==> src/hdl/mca_pkg.sv <==
package mca_pkg;

   localparam int CHANNELS_DEF = 16;
   localparam int GROUPS_DEF   = 4;
   localparam int CSR_DATA_W   = 4;
   localparam int CSR_INDEX_W  = 2;

   typedef enum logic [1:0] {
      CMD_CONFIG = 2'd0,
      CMD_SAMPLE = 2'd1,
      CMD_RESET  = 2'd2,
      CMD_UPDATE = 2'd3
   } cmd_type;

   typedef enum logic [CSR_INDEX_W-1:0] {
      CSR_TEST_EN  = 2'd0,
      CSR_FLASH_EN = 2'd1
   } csr_index_type;

   typedef enum logic [2:0] {
      ST_IDLE,
      ST_WALK,
      ST_DRAIN,
      ST_MASTER,
      ST_RESP
   } ctl_state_type;

   typedef struct packed {
      cmd_type            cmd;
      logic [3:0]         channel;
      logic signed [31:0] value;
      logic signed [31:0] high_limit;
      logic               invert;
      logic               allow_test;
      logic               allow_flash;
      logic [1:0]         group;
      logic               lamp_test;
      logic               flash_phase;
      logic               sim_running;
      logic               drive_pins;
   } req_type;

   typedef struct packed {
      logic [15:0] channel_lamps;
      logic [3:0]  master_lamps;
      logic [15:0] channel_active;
      logic        pins_driven;
   } rsp_type;

   typedef struct packed {
      logic signed [31:0] low;
      logic signed [31:0] high;
      logic               invert;
      logic               allow_test;
      logic               allow_flash;
   } chan_cfg_type;

   typedef struct packed {
      logic exec;
      logic step;
      logic finish;
      logic load_rsp;
   } ctl_cmd_type;

   typedef struct packed {
      logic is_update;
      logic rsp_free;
   } dp_status_type;

endpackage

==> src/hdl/master_caution_annunciator.sv <==
// Master caution annunciator panel.
// Requests arrive on the req_ channel (valid/stall); each one is a configure,
// sample store, master reset or lamp update transaction and produces exactly
// one response on the rsp_ channel with the lamp state and active bits.
// Configure, sample and master reset take effect at acceptance; the controller
// then moves to the response state, loads the response into the output register
// once it is free, and returns to idle for the next request. An update walks the channel
// memories one entry per cycle through the registered read port, then passes
// through the drain and master lamp states before it loads its response in the
// response state and returns to idle.
// One request is worked on at a time: req_stall drops again once the response
// has been loaded into the output register, so a new request may be taken
// while that response still waits for the receiver.
// When rsp_stall is high the response register holds; a following request
// completes its work but waits before loading its response.
// The csr_ port writes the master test and flash enables; write only when idle.
// Synchronous reset clears all lamps, latches, acknowledges, enables and the
// per-entry valid bits, so every table reads as zero; no clearing pass.
module master_caution_annunciator import mca_pkg::*; #(
   parameter int CHANNELS = CHANNELS_DEF,
   parameter int GROUPS   = GROUPS_DEF
) (
   input  logic                   clock,
   input  logic                   reset,
   input  logic                   req_valid,
   output logic                   req_stall,
   input  req_type                req_data,
   output logic                   rsp_valid,
   input  logic                   rsp_stall,
   output rsp_type                rsp_data,
   input  logic                   csr_wr_en,
   input  logic [CSR_INDEX_W-1:0] csr_index,
   input  logic [CSR_DATA_W-1:0]  csr_wdata
);

   localparam int CH_AW = (CHANNELS > 1) ? $clog2(CHANNELS) : 1;

   ctl_cmd_type      cmd;
   dp_status_type    status;
   logic [CH_AW-1:0] step_addr;

   mca_ctl #(.CHANNELS(CHANNELS)) u_ctl (
      .clock     (clock),
      .reset     (reset),
      .req_valid (req_valid),
      .req_stall (req_stall),
      .status    (status),
      .cmd       (cmd),
      .step_addr (step_addr)
   );

   mca_dp #(.CHANNELS(CHANNELS), .GROUPS(GROUPS)) u_dp (
      .clock     (clock),
      .reset     (reset),
      .req_data  (req_data),
      .cmd       (cmd),
      .step_addr (step_addr),
      .status    (status),
      .rsp_valid (rsp_valid),
      .rsp_stall (rsp_stall),
      .rsp_data  (rsp_data),
      .csr_wr_en (csr_wr_en),
      .csr_index (csr_index),
      .csr_wdata (csr_wdata)
   );

endmodule

==> src/hdl/mca_ram.sv <==
module mca_ram import mca_pkg::*; #(
   parameter int WIDTH = 32,
   parameter int DEPTH = CHANNELS_DEF,
   localparam int AW = (DEPTH > 1) ? $clog2(DEPTH) : 1
) (
   input  logic             clock,
   input  logic             wr_en,
   input  logic [AW-1:0]    wr_addr,
   input  logic [WIDTH-1:0] wr_data,
   input  logic             rd_en,
   input  logic [AW-1:0]    rd_addr,
   output logic [WIDTH-1:0] rd_data
);

   logic [WIDTH-1:0] mem [DEPTH];
   logic [WIDTH-1:0] rd_data_ff;

   always_ff @(posedge clock) begin
      if (wr_en) begin
         mem[wr_addr] <= wr_data;
      end
      if (rd_en) begin
         rd_data_ff <= mem[rd_addr];
      end
   end

   assign rd_data = rd_data_ff;

endmodule

==> src/hdl/mca_ctl.sv <==
module mca_ctl import mca_pkg::*; #(
   parameter int CHANNELS = CHANNELS_DEF,
   localparam int CH_AW = (CHANNELS > 1) ? $clog2(CHANNELS) : 1
) (
   input  logic              clock,
   input  logic              reset,
   input  logic              req_valid,
   output logic              req_stall,
   input  dp_status_type     status,
   output ctl_cmd_type       cmd,
   output logic [CH_AW-1:0]  step_addr
);

   ctl_state_type    state_ff, state_in;
   logic [CH_AW-1:0] cnt_ff, cnt_in;

   always_ff @(posedge clock) begin
      if (reset) begin
         state_ff <= ST_IDLE;
         cnt_ff   <= '0;
      end else begin
         state_ff <= state_in;
         cnt_ff   <= cnt_in;
      end
   end

   always_comb begin
      state_in  = state_ff;
      cnt_in    = cnt_ff;
      cmd       = '0;
      req_stall = 1'b1;
      step_addr = cnt_ff;
      case (state_ff)
         ST_IDLE: begin
            req_stall = 1'b0;
            if (req_valid) begin
               cmd.exec = 1'b1;
               cnt_in   = '0;
               state_in = status.is_update ? ST_WALK : ST_RESP;
            end
         end
         ST_WALK: begin
            cmd.step = 1'b1;
            if (cnt_ff == CH_AW'(CHANNELS - 1)) begin
               state_in = ST_DRAIN;
            end else begin
               cnt_in = cnt_ff + 1'b1;
            end
         end
         ST_DRAIN: begin
            state_in = ST_MASTER;
         end
         ST_MASTER: begin
            cmd.finish = 1'b1;
            state_in   = ST_RESP;
         end
         ST_RESP: begin
            if (status.rsp_free) begin
               cmd.load_rsp = 1'b1;
               state_in     = ST_IDLE;
            end
         end
         default: begin
            state_in = ST_IDLE;
         end
      endcase
   end

endmodule

==> src/hdl/mca_dp.sv <==
module mca_dp import mca_pkg::*; #(
   parameter int CHANNELS = CHANNELS_DEF,
   parameter int GROUPS   = GROUPS_DEF,
   localparam int CH_AW = (CHANNELS > 1) ? $clog2(CHANNELS) : 1
) (
   input  logic                   clock,
   input  logic                   reset,
   input  req_type                req_data,
   input  ctl_cmd_type            cmd,
   input  logic [CH_AW-1:0]       step_addr,
   output dp_status_type          status,
   output logic                   rsp_valid,
   input  logic                   rsp_stall,
   output rsp_type                rsp_data,
   input  logic                   csr_wr_en,
   input  logic [CSR_INDEX_W-1:0] csr_index,
   input  logic [CSR_DATA_W-1:0]  csr_wdata
);

   localparam int CFG_W = $bits(chan_cfg_type);

   logic [CSR_DATA_W-1:0] test_en_ff, flash_en_ff;

   logic [CHANNELS-1:0] cfg_vld_ff, cfg_vld_in;
   logic [CHANNELS-1:0] smp_vld_ff, smp_vld_in;
   logic [1:0]          group_ff [CHANNELS];
   logic [1:0]          group_in [CHANNELS];
   logic [CHANNELS-1:0] active_ff, active_in;
   logic [CHANNELS-1:0] ack_ff, ack_in;
   logic [GROUPS-1:0]   latch_ff, latch_in;
   logic [CHANNELS-1:0] lamp_chan_ff, lamp_chan_in;
   logic [GROUPS-1:0]   lamp_mst_ff, lamp_mst_in;

   logic upd_test_ff, upd_flash_ff, upd_run_ff, pins_ff;

   logic             proc_vld_ff;
   logic [CH_AW-1:0] proc_idx_ff;
   logic             rd_cfg_vld_ff, rd_smp_vld_ff;

   logic rsp_valid_ff;
   rsp_type rsp_data_ff;

   logic             ch_ok;
   logic [CH_AW-1:0] ch_idx;
   logic             cfg_we, smp_we;
   chan_cfg_type     cfg_wr, cfg_rd_raw, cfg_cur;
   logic [31:0]      smp_rd_raw;
   logic signed [31:0] smp_cur;
   logic             in_range, act, lit;
   logic [GROUPS-1:0] mte, mfe;

   assign ch_ok  = 32'(req_data.channel) < CHANNELS;
   assign ch_idx = CH_AW'(req_data.channel);
   assign cfg_we = cmd.exec && (req_data.cmd == CMD_CONFIG) && ch_ok;
   assign smp_we = cmd.exec && (req_data.cmd == CMD_SAMPLE) && ch_ok;

   always_comb begin
      cfg_wr.low         = req_data.value;
      cfg_wr.high        = req_data.high_limit;
      cfg_wr.invert      = req_data.invert;
      cfg_wr.allow_test  = req_data.allow_test;
      cfg_wr.allow_flash = req_data.allow_flash;
   end

   mca_ram #(.WIDTH(CFG_W), .DEPTH(CHANNELS)) u_cfg_ram (
      .clock   (clock),
      .wr_en   (cfg_we),
      .wr_addr (ch_idx),
      .wr_data (cfg_wr),
      .rd_en   (cmd.step),
      .rd_addr (step_addr),
      .rd_data (cfg_rd_raw)
   );

   mca_ram #(.WIDTH(32), .DEPTH(CHANNELS)) u_smp_ram (
      .clock   (clock),
      .wr_en   (smp_we),
      .wr_addr (ch_idx),
      .wr_data (req_data.value),
      .rd_en   (cmd.step),
      .rd_addr (step_addr),
      .rd_data (smp_rd_raw)
   );

   // entries never written read as zero
   assign cfg_cur = rd_cfg_vld_ff ? cfg_rd_raw : '0;
   assign smp_cur = rd_smp_vld_ff ? $signed(smp_rd_raw) : 32'sd0;

   assign in_range = (cfg_cur.low <= smp_cur) && (smp_cur <= cfg_cur.high);
   assign act      = in_range ^ cfg_cur.invert;
   assign lit      = ((act || (cfg_cur.allow_test && upd_test_ff))
                      && !(cfg_cur.allow_flash && !upd_flash_ff)) && upd_run_ff;

   assign mte = GROUPS'(test_en_ff);
   assign mfe = GROUPS'(flash_en_ff);

   always_comb begin
      cfg_vld_in   = cfg_vld_ff;
      smp_vld_in   = smp_vld_ff;
      group_in     = group_ff;
      active_in    = active_ff;
      ack_in       = ack_ff;
      latch_in     = latch_ff;
      lamp_chan_in = lamp_chan_ff;
      lamp_mst_in  = lamp_mst_ff;

      if (cfg_we) begin
         cfg_vld_in[ch_idx] = 1'b1;
         group_in[ch_idx]   = req_data.group;
      end
      if (smp_we) begin
         smp_vld_in[ch_idx] = 1'b1;
      end
      if (cmd.exec && (req_data.cmd == CMD_RESET) && (32'(req_data.group) < GROUPS)) begin
         for (int i = 0; i < CHANNELS; i++) begin
            if (group_ff[i] == req_data.group) begin
               ack_in[i] = active_ff[i];
            end
         end
         for (int g = 0; g < GROUPS; g++) begin
            if (32'(req_data.group) == g) begin
               latch_in[g] = 1'b0;
            end
         end
      end

      // one channel per step, old active and ack bits
      if (proc_vld_ff) begin
         for (int g = 0; g < GROUPS; g++) begin
            if ((32'(group_ff[proc_idx_ff]) == g) && active_ff[proc_idx_ff]
                && !ack_ff[proc_idx_ff]) begin
               latch_in[g] = 1'b1;
            end
         end
         ack_in[proc_idx_ff]       = ack_ff[proc_idx_ff] & active_ff[proc_idx_ff];
         active_in[proc_idx_ff]    = act;
         lamp_chan_in[proc_idx_ff] = lit;
      end

      if (cmd.finish) begin
         lamp_mst_in = ((latch_ff | (mte & {GROUPS{upd_test_ff}}))
                        & ~(mfe & {GROUPS{~upd_flash_ff}})) & {GROUPS{upd_run_ff}};
      end
   end

   always_ff @(posedge clock) begin
      if (reset) begin
         test_en_ff   <= '0;
         flash_en_ff  <= '0;
         cfg_vld_ff   <= '0;
         smp_vld_ff   <= '0;
         for (int i = 0; i < CHANNELS; i++) begin
            group_ff[i] <= '0;
         end
         active_ff    <= '0;
         ack_ff       <= '0;
         latch_ff     <= '0;
         lamp_chan_ff <= '0;
         lamp_mst_ff  <= '0;
         proc_vld_ff  <= 1'b0;
         rsp_valid_ff <= 1'b0;
      end else begin
         if (csr_wr_en) begin
            case (csr_index)
               CSR_TEST_EN:  test_en_ff  <= csr_wdata;
               CSR_FLASH_EN: flash_en_ff <= csr_wdata;
               default: ;
            endcase
         end
         cfg_vld_ff   <= cfg_vld_in;
         smp_vld_ff   <= smp_vld_in;
         group_ff     <= group_in;
         active_ff    <= active_in;
         ack_ff       <= ack_in;
         latch_ff     <= latch_in;
         lamp_chan_ff <= lamp_chan_in;
         lamp_mst_ff  <= lamp_mst_in;
         proc_vld_ff  <= cmd.step;
         if (cmd.load_rsp) begin
            rsp_valid_ff <= 1'b1;
         end else if (!rsp_stall) begin
            rsp_valid_ff <= 1'b0;
         end
      end
   end

   always_ff @(posedge clock) begin
      proc_idx_ff <= step_addr;
      if (cmd.step) begin
         rd_cfg_vld_ff <= cfg_vld_ff[step_addr];
         rd_smp_vld_ff <= smp_vld_ff[step_addr];
      end
      if (cmd.exec) begin
         upd_test_ff  <= req_data.lamp_test;
         upd_flash_ff <= req_data.flash_phase;
         upd_run_ff   <= req_data.sim_running;
         pins_ff      <= (req_data.cmd == CMD_UPDATE) && req_data.drive_pins;
      end
      if (cmd.load_rsp) begin
         rsp_data_ff.channel_lamps  <= 16'(lamp_chan_ff);
         rsp_data_ff.master_lamps   <= 4'(lamp_mst_ff);
         rsp_data_ff.channel_active <= 16'(active_ff);
         rsp_data_ff.pins_driven    <= pins_ff;
      end
   end

   assign status.is_update = (req_data.cmd == CMD_UPDATE);
   assign status.rsp_free  = !rsp_valid_ff || !rsp_stall;
   assign rsp_valid        = rsp_valid_ff;
   assign rsp_data         = rsp_data_ff;

endmodule
==> config.mk <==
export PLATFORM = sky130hd
export DESIGN_NAME = master_caution_annunciator
export DESIGN_NICKNAME = d
export VERILOG_FILES = /design/src/hdl/mca_pkg.sv /design/src/hdl/master_caution_annunciator.sv /design/src/hdl/mca_ram.sv /design/src/hdl/mca_ctl.sv /design/src/hdl/mca_dp.sv
export SDC_FILE = /design/constraint.sdc
export NUM_CORES = 2
export LEC_CHECK = 0
export BUFFER_PORTS_ARGS = -buffer_cell sky130_fd_sc_hd__clkbuf_2
export CAP_MARGIN = 5
export CORE_UTILIZATION = 46
export DETAILED_ROUTE_END_ITERATION = 7
export PLACE_DENSITY_LB_ADDON = 0.05
export SLEW_MARGIN = 25
export SYNTH_ARGS = -nofsm -noshare
export SYNTH_HDL_FRONTEND = slang
export SYNTH_HIERARCHICAL = 1
export SYNTH_SLANG_ARGS = --single-unit
==> constraint.sdc <==
create_clock -name clock -period 7.5 [get_ports clock]
set_input_delay 1.5 -clock clock [delete_from_list [all_inputs] [get_ports clock]]
set_output_delay 1.5 -clock clock [all_outputs]
set_load 0.01 [all_outputs]
### After elaboration in Yosys (flattened, before gate mapping)

Memory sizes are Yosys's and may differ from the RTL's. A register that Yosys moved wholly into a read port is not among the register bits.
Cells that the tools add are included.

| storage, ports and cells | value |
|---|---|
| register bits | 184 |
| memory bits (writable) | 1584 |
| bits of input ports | 90 |
| output and inout bits | 39 |
| memories kept | 2 |

Memory list:

| name | words | width | read ports | clocked after memory_dff | write ports | line | RTL |
|---|---|---|---|---|---|---|---|
| u_dp.u_cfg_ram.mem | 16 | 67 | 1 | 1 | 1 | mca_ram.sv:15 | `logic [WIDTH-1:0] mem [DEPTH];` |
| u_dp.u_smp_ram.mem | 16 | 32 | 1 | 1 | 1 | mca_ram.sv:15 |  |

| cells by class | value |
|---|---|
| add/sub/neg operators | 1 |
| order comparisons | 10 |
| eq/ne operators | 36 |
| mux-type cells | 72 |
| bitwise logic cells | 13 |
| reductions and logical operators | 37 |

Operators by type and width:

| kind | number |
|---|---|
| 67-bit 2-to-1 mux | 1 |
| 32-bit less-or-equal comparator | 2 |
| 16-bit bitwise mux | 3 |
| 1-bit 2-to-1 mux | 43 |
| 32-bit bitwise mux | 1 |
| 2-bit equality test | 16 |
| 16-bit 2-to-1 mux | 2 |
| 32-bit 2-to-1 mux | 1 |
| 16-bit bitwise OR | 2 |
| 1-bit logical AND | 20 |
| 4-bit AND | 4 |
| 1-bit binary-select mux with 4-bit select | 4 |
| 4-bit 2-to-1 mux | 4 |
| 4-bit by 5-bit < comparator with 1-bit output (second input constant) | 3 |
| 3-bit one-hot mux with 5 select lines | 1 |
| 2-bit equality test (second input constant) | 6 |
| 3-bit 2-to-1 mux | 4 |
| 5-bit >= comparator (second input constant) | 2 |
| 4-bit inverter with 5-bit output | 2 |
| 2-bit binary-select mux with 4-bit select | 1 |
| 1-bit demux with 4-bit select | 2 |
| 2-bit demux with 4-bit select | 1 |
| 2-bit by 1-bit equality test with 1-bit output (second input constant) | 4 |
| 4-bit by 1-bit >= comparator with 1-bit output (second input constant) | 2 |
| 22 further kinds | 38 |

### Depth between registers and ports, before layout

| logic depth | value |
|---|---|
| depth in word-level cells | 9 |
| mapped depth | 16 |

### By module

Netlist, hierarchy kept.

Modules (own cells, without submodules):

| module | times used | cells each | area each (um^2) | seq. area each (um^2) |
|---|---|---|---|---|
| mca_ram (u_dp.u_cfg_ram) | 1 | 1724 | 42075.4 | 34202.8 |
| mca_ram (u_dp.u_smp_ram) | 1 | 838 | 20155.6 | 16335.7 |
| mca_dp | 1 | 1024 | 9640.5 | 3973.8 |
| mca_ctl | 1 | 54 | 456.7 | 140.1 |

### Worst setup path after synthesis

OpenSTA, ideal clock, no wires.

| timing path | value |
|---|---|
| path type | in2reg |
| from | in req_valid |
| to | mem u_dp/u_cfg_ram/mem[0][0] (netlist name), enable pin |
| data arrival time | 7480 ps |
| required time | 6925 ps |
| path slack | -556 ps |
| stages on the path | 5 |
| buffers on the path | 0 |
| path through | inv_1 > nor2_1 > nor3b_1 > or3b_2 > nor3_1 |

RTL lines:

| what | line | RTL |
|---|---|---|
| from (decl) | master_caution_annunciator.sv:25 | `input logic req_valid,` |
| to (decl) | mca_ram.sv:15 |  |

==> metrics.log <==
INFO  metric synth-edff-count = between 1500 and 2000
INFO  metric via_count_of_the_first_global_routing_pass = 37200
INFO  metric cts_hold_buffers = 0
INFO  metric grt_max_degree = 117
INFO  metric p_int = 17.8 mW
INFO  metric floorplan.initialDensity = 0.463
INFO  metric grt.total_usage = 0.226
INFO  metric detailedPlace.worstSlack = 1810 ps
INFO  metric die_x = 399 microns
INFO  metric fraction_of_registers_with_async_set_or_reset_after_synthesis = 0
INFO  metric share_of_the_clock_period_used_by_the_worst_path_after_layout = 0.649
INFO  metric viasPerCell = roughly 6.0
INFO  metric n_fill_cell = approximately 12000
INFO  metric outcome = finished, final reports clean
INFO  metric clockRootBuffer = clkbuf_16
INFO  metric power_switching = 5.10 mW
INFO  metric post_synth.cell_area_avg = 19.9 sq um
INFO  metric finalSetupViolCount = 0
INFO  metric area_delta_synth_final = 13.9%
INFO  metric fp.dieH = 399 microns
INFO  metric drc = 0
INFO  metric switching_share = 0.223
INFO  metric hold_end = u_dp/rsp_data[24]$_DFFE_PP_
INFO  metric crit_type = flop to flop
INFO  metric num_rows = 145
INFO  metric crit_path_start_kind = flop
INFO  metric count_of_non_filler_cells_in_the_finished_layout = 6090
INFO  metric tns = 0 ps
INFO  metric design.portCount = 129
INFO  metric worstPathMaxFanout = 32
INFO  metric slew_violations = 0
INFO  metric max_cap_viol_count = 0
INFO  metric most_instantiated_flip_flop_cell_in_the_synthesis_netlist = edfxtp_1
INFO  metric synth_seq_area_share = 0.756
INFO  metric cp_data_arrival_time = 5320 ps
INFO  metric hold_viol_final = 0
INFO  metric grt_setup_unrepaired = false
INFO  metric core_region_area = 156000 sq um
INFO  metric placed_wire_length_estimate = 108000 microns
INFO  metric worstSetupEndpointType = flop
INFO  metric synthDominantCellAreaShare = 0.717
INFO  metric r2r-end = u_dp/u_cfg_ram/mem[13][36]$_DFFE_PP_
INFO  metric total_leakage_power = 25.8 nW
INFO  metric drt-total-wl = 178000 microns
INFO  metric post_synthesis_cell_type_with_the_largest_combined_area = edfxtp_1
INFO  metric number_of_gates_resized_after_cts = 0
INFO  metric layout.cell_area.non_filler = 82400 sq um
INFO  metric comb_power_share = 0.074
INFO  metric area_taken_by_multi_input_logic_gates = 16900 sq um
INFO  metric ys_types = 67
INFO  metric ys_top_cells_by_area = edfxtp_1, mux4_2, dfxtp_1, a22oi_1, nand2_1
INFO  metric finalCoreUtilization = 0.527
INFO  metric detail-route-antenna-nets = 0
INFO  metric cts.sinks = 1867
INFO  metric maximum_frequency_from_static_timing_analysis = approximately 200 MHz
INFO  metric synth_nets = around 3800
INFO  metric critical_r2r_launch = u_ctl/state_ff[2]$_SDFFE_PP0P_
INFO  metric r2r_cells = 6
INFO  metric timing.final.ws_setup = 2630 ps
INFO  metric vias = 36200
INFO  metric grt_pass1_wl = 259000 microns
INFO  metric post_cts_buffers = 0
INFO  metric clk_pin_slew = 60 ps
INFO  metric syn-instance-count = 3640
INFO  metric antenna_violations_before_repair = 15
INFO  metric drt_first_pass_iters = 5
INFO  metric detailedRoute.firstIterationViolations = 3205
INFO  metric hold_depth = 0
INFO  metric reg2reg_setup_slack = 2630 ps
INFO  metric skew = 33.3 ps
INFO  metric synthesis.yosys.warnings = 6
INFO  metric vdd_ir_drop_max = about 0.00019 V
INFO  metric ctsLongestPathBuffers = 3
INFO  metric register_bit_total_from_synthesis = ~1900
INFO  metric grt_remaining_overflow = 0
INFO  metric critical_path_required = 7950 ps
INFO  metric hold_path_class = flop to flop
INFO  metric hold_path.startpoint = u_dp/lamp_chan_ff[3]$_SDFFE_PP0P_
INFO  metric tritoncts = done
INFO  metric clock_latency_late_sink = 820 ps
INFO  metric synthesis.area = approximately 72000 sq um
INFO  metric seqCellArea = 54700 sq um
INFO  metric worst-slew-pin-transition = 1060 ps
INFO  metric placement.cell_area = 76000 sq um
INFO  metric cellPowerDensity = between 200 and 300 nW/um^2
INFO  metric pwr-share-clk = 0.413
INFO  metric dieArea = roughly 160000 sq um
INFO  metric place_inst = 5725
INFO  metric wl_per_cell = 29.2 microns
INFO  metric routabilityCongestion = roughly 0.89
INFO  metric finalWorstPathRequiredPeriod = a little under 5000 ps
INFO  metric power_frac_seq = 0.513
INFO  metric relSlewSlack = 0.297
INFO  metric numPortBuffers = between 100 and 150
INFO  metric finalNetCount = 4010
INFO  metric drive_gt1_frac = 0.251
INFO  metric ctsHtreeMaxLevel = 4
INFO  metric number_of_buffers_inserted_during_clock_tree_synthesis = 194
through the flow:
stage | hold slack (ps) | total power, mW
final | 443 | 22.9
after global routing | 455 | 23.6
after CTS | 439 | 23.1
after detailed placement | 414 | 13.7
after global placement | 428 | 13.6
after floorplan | 400 | 13.1
final cells by class:
| cell class | instances | share of cell area |
|---|---|---|
| inverters | 53 | 0.00242 |
| well taps | 2058 | 0.0313 |
| flip-flops and latches | 1867 | 0.664 |
| clock buffers | 237 | 0.0620 |
| repair buffers | 223 | 0.0208 |
| multi-input cells | 1526 | 0.205 |
| diodes | 4 | 0.000122 |
| clock inverters | 122 | 0.0145 |
flip-flops by register name, indices dropped and copies added, names as in the netlist, 4 cells and up:
name	flops
u_dp/mte	4
u_dp/ack_ff	16
u_dp/proc_idx_ff	4
u_ctl/step_addr	4
u_dp/rsp_data	37
u_dp/u_smp_ram/mem	512
u_dp/lamp_chan_ff	16
u_dp/latch_ff	4
u_dp/group_ff	32
u_dp/flash_en_ff	4
u_dp/lamp_mst_ff	4
u_dp/u_smp_ram/rd_data	32
u_dp/cfg_vld_ff	16
u_dp/u_cfg_ram/mem	1072
u_dp/u_cfg_ram/rd_data	67
u_dp/active_ff	16
u_dp/smp_vld_ff	16
synthesized netlist by cell type (all sizes together), types with 39 or more instances:
library cell and count:
ha 55, a21oi 78, edfxtp 1726, nand2 222, nor3 39, mux4 426, nor2 144, clkbuf 100
dfxtp 141, buf 94, a22oi 200, and2 45, inv 53
how the worst max path moves through the flow:
stage	slack, ps	end	from
finish	2630	u_dp/u_cfg_ram/mem[13][36]$_DFFE_PP_	u_ctl/state_ff[2]$_SDFFE_PP0P_
global placement	1730	u_dp/u_cfg_ram/mem[14][54]$_DFFE_PP_	req_valid
detailed placement	1810	u_dp/u_cfg_ram/mem[4][66]$_DFFE_PP_	req_valid
floorplan	1260	u_dp/u_cfg_ram/mem[1][0]$_DFFE_PP_	req_valid
CTS	2500	u_dp/u_cfg_ram/mem[4][50]$_DFFE_PP_	u_ctl/state_ff[2]$_SDFFE_PP0P_
global route	2380	u_dp/u_cfg_ram/mem[13][60]$_DFFE_PP_	u_ctl/state_ff[2]$_SDFFE_PP0P_
cells in the final DEF (no fill, tap or decap), drive strengths merged, types with 5 or more instances in the layout:
cell	n
a211oi	38
a21oi	78
a22oi	200
a31oi	9
and2	45
and3	5
buf	96
bufinv	18
clkbuf	364
clkinv	87
clkinvlp	9
dfxtp	141
edfxtp	1726
ha	55
inv	61
mux2	17
mux2i	20
mux4	426
nand2	222
nand2b	11
nand3	38
nand3b	26
nand4	11
nor2	144
nor2b	21
nor3	39
nor3b	6
o21ai	11
o221ai	5
o31ai	21
xor2	35
cell families after synthesis:
| family | count (synthesis) | share of synthesized area |
|---|---|---|
| buffers and inverters | 247 | 0.0154 |
| XOR/XNOR | 39 | 0.00483 |
| flip-flops | 1867 | 0.756 |
| multiplexers | 463 | 0.138 |
| AO/OA/AOI/OAI | 387 | 0.0390 |
| AND/OR/NAND/NOR | 582 | 0.0375 |
| adder cells (fa/ha/maj) | 55 | 0.00951 |
power groups by stage:
stage          clock [mW]  sequential, mW  combinational [mW]
6_report             9.44            11.7                1.69
5_1_grt              10.0            11.8                1.84
4_1_cts              9.66            11.8                1.72
3_5_place_dp            0            12.0                1.71
3_3_place_gp            0            12.0                1.68
2_1_floorplan           0            11.9                1.13
metal layers:
metal,global-route usage,vias up,wire length (microns)
li1,-,15400,-
met4,0.0471,0,2950
met3,0.0358,223,10200
met2,0.363,1122,86300
met1,0.330,19500,78000
met5,0,-,0
critical path, cell delays in order (launching register included):
cell     delay [ps]
dfxtp_1         420
or3_2           550
nor2_1          490
nor3b_2         910
nand3_1         540
nor2_4          900
buf_4           590
Note: power is estimated with default switching activity, not from simulation.
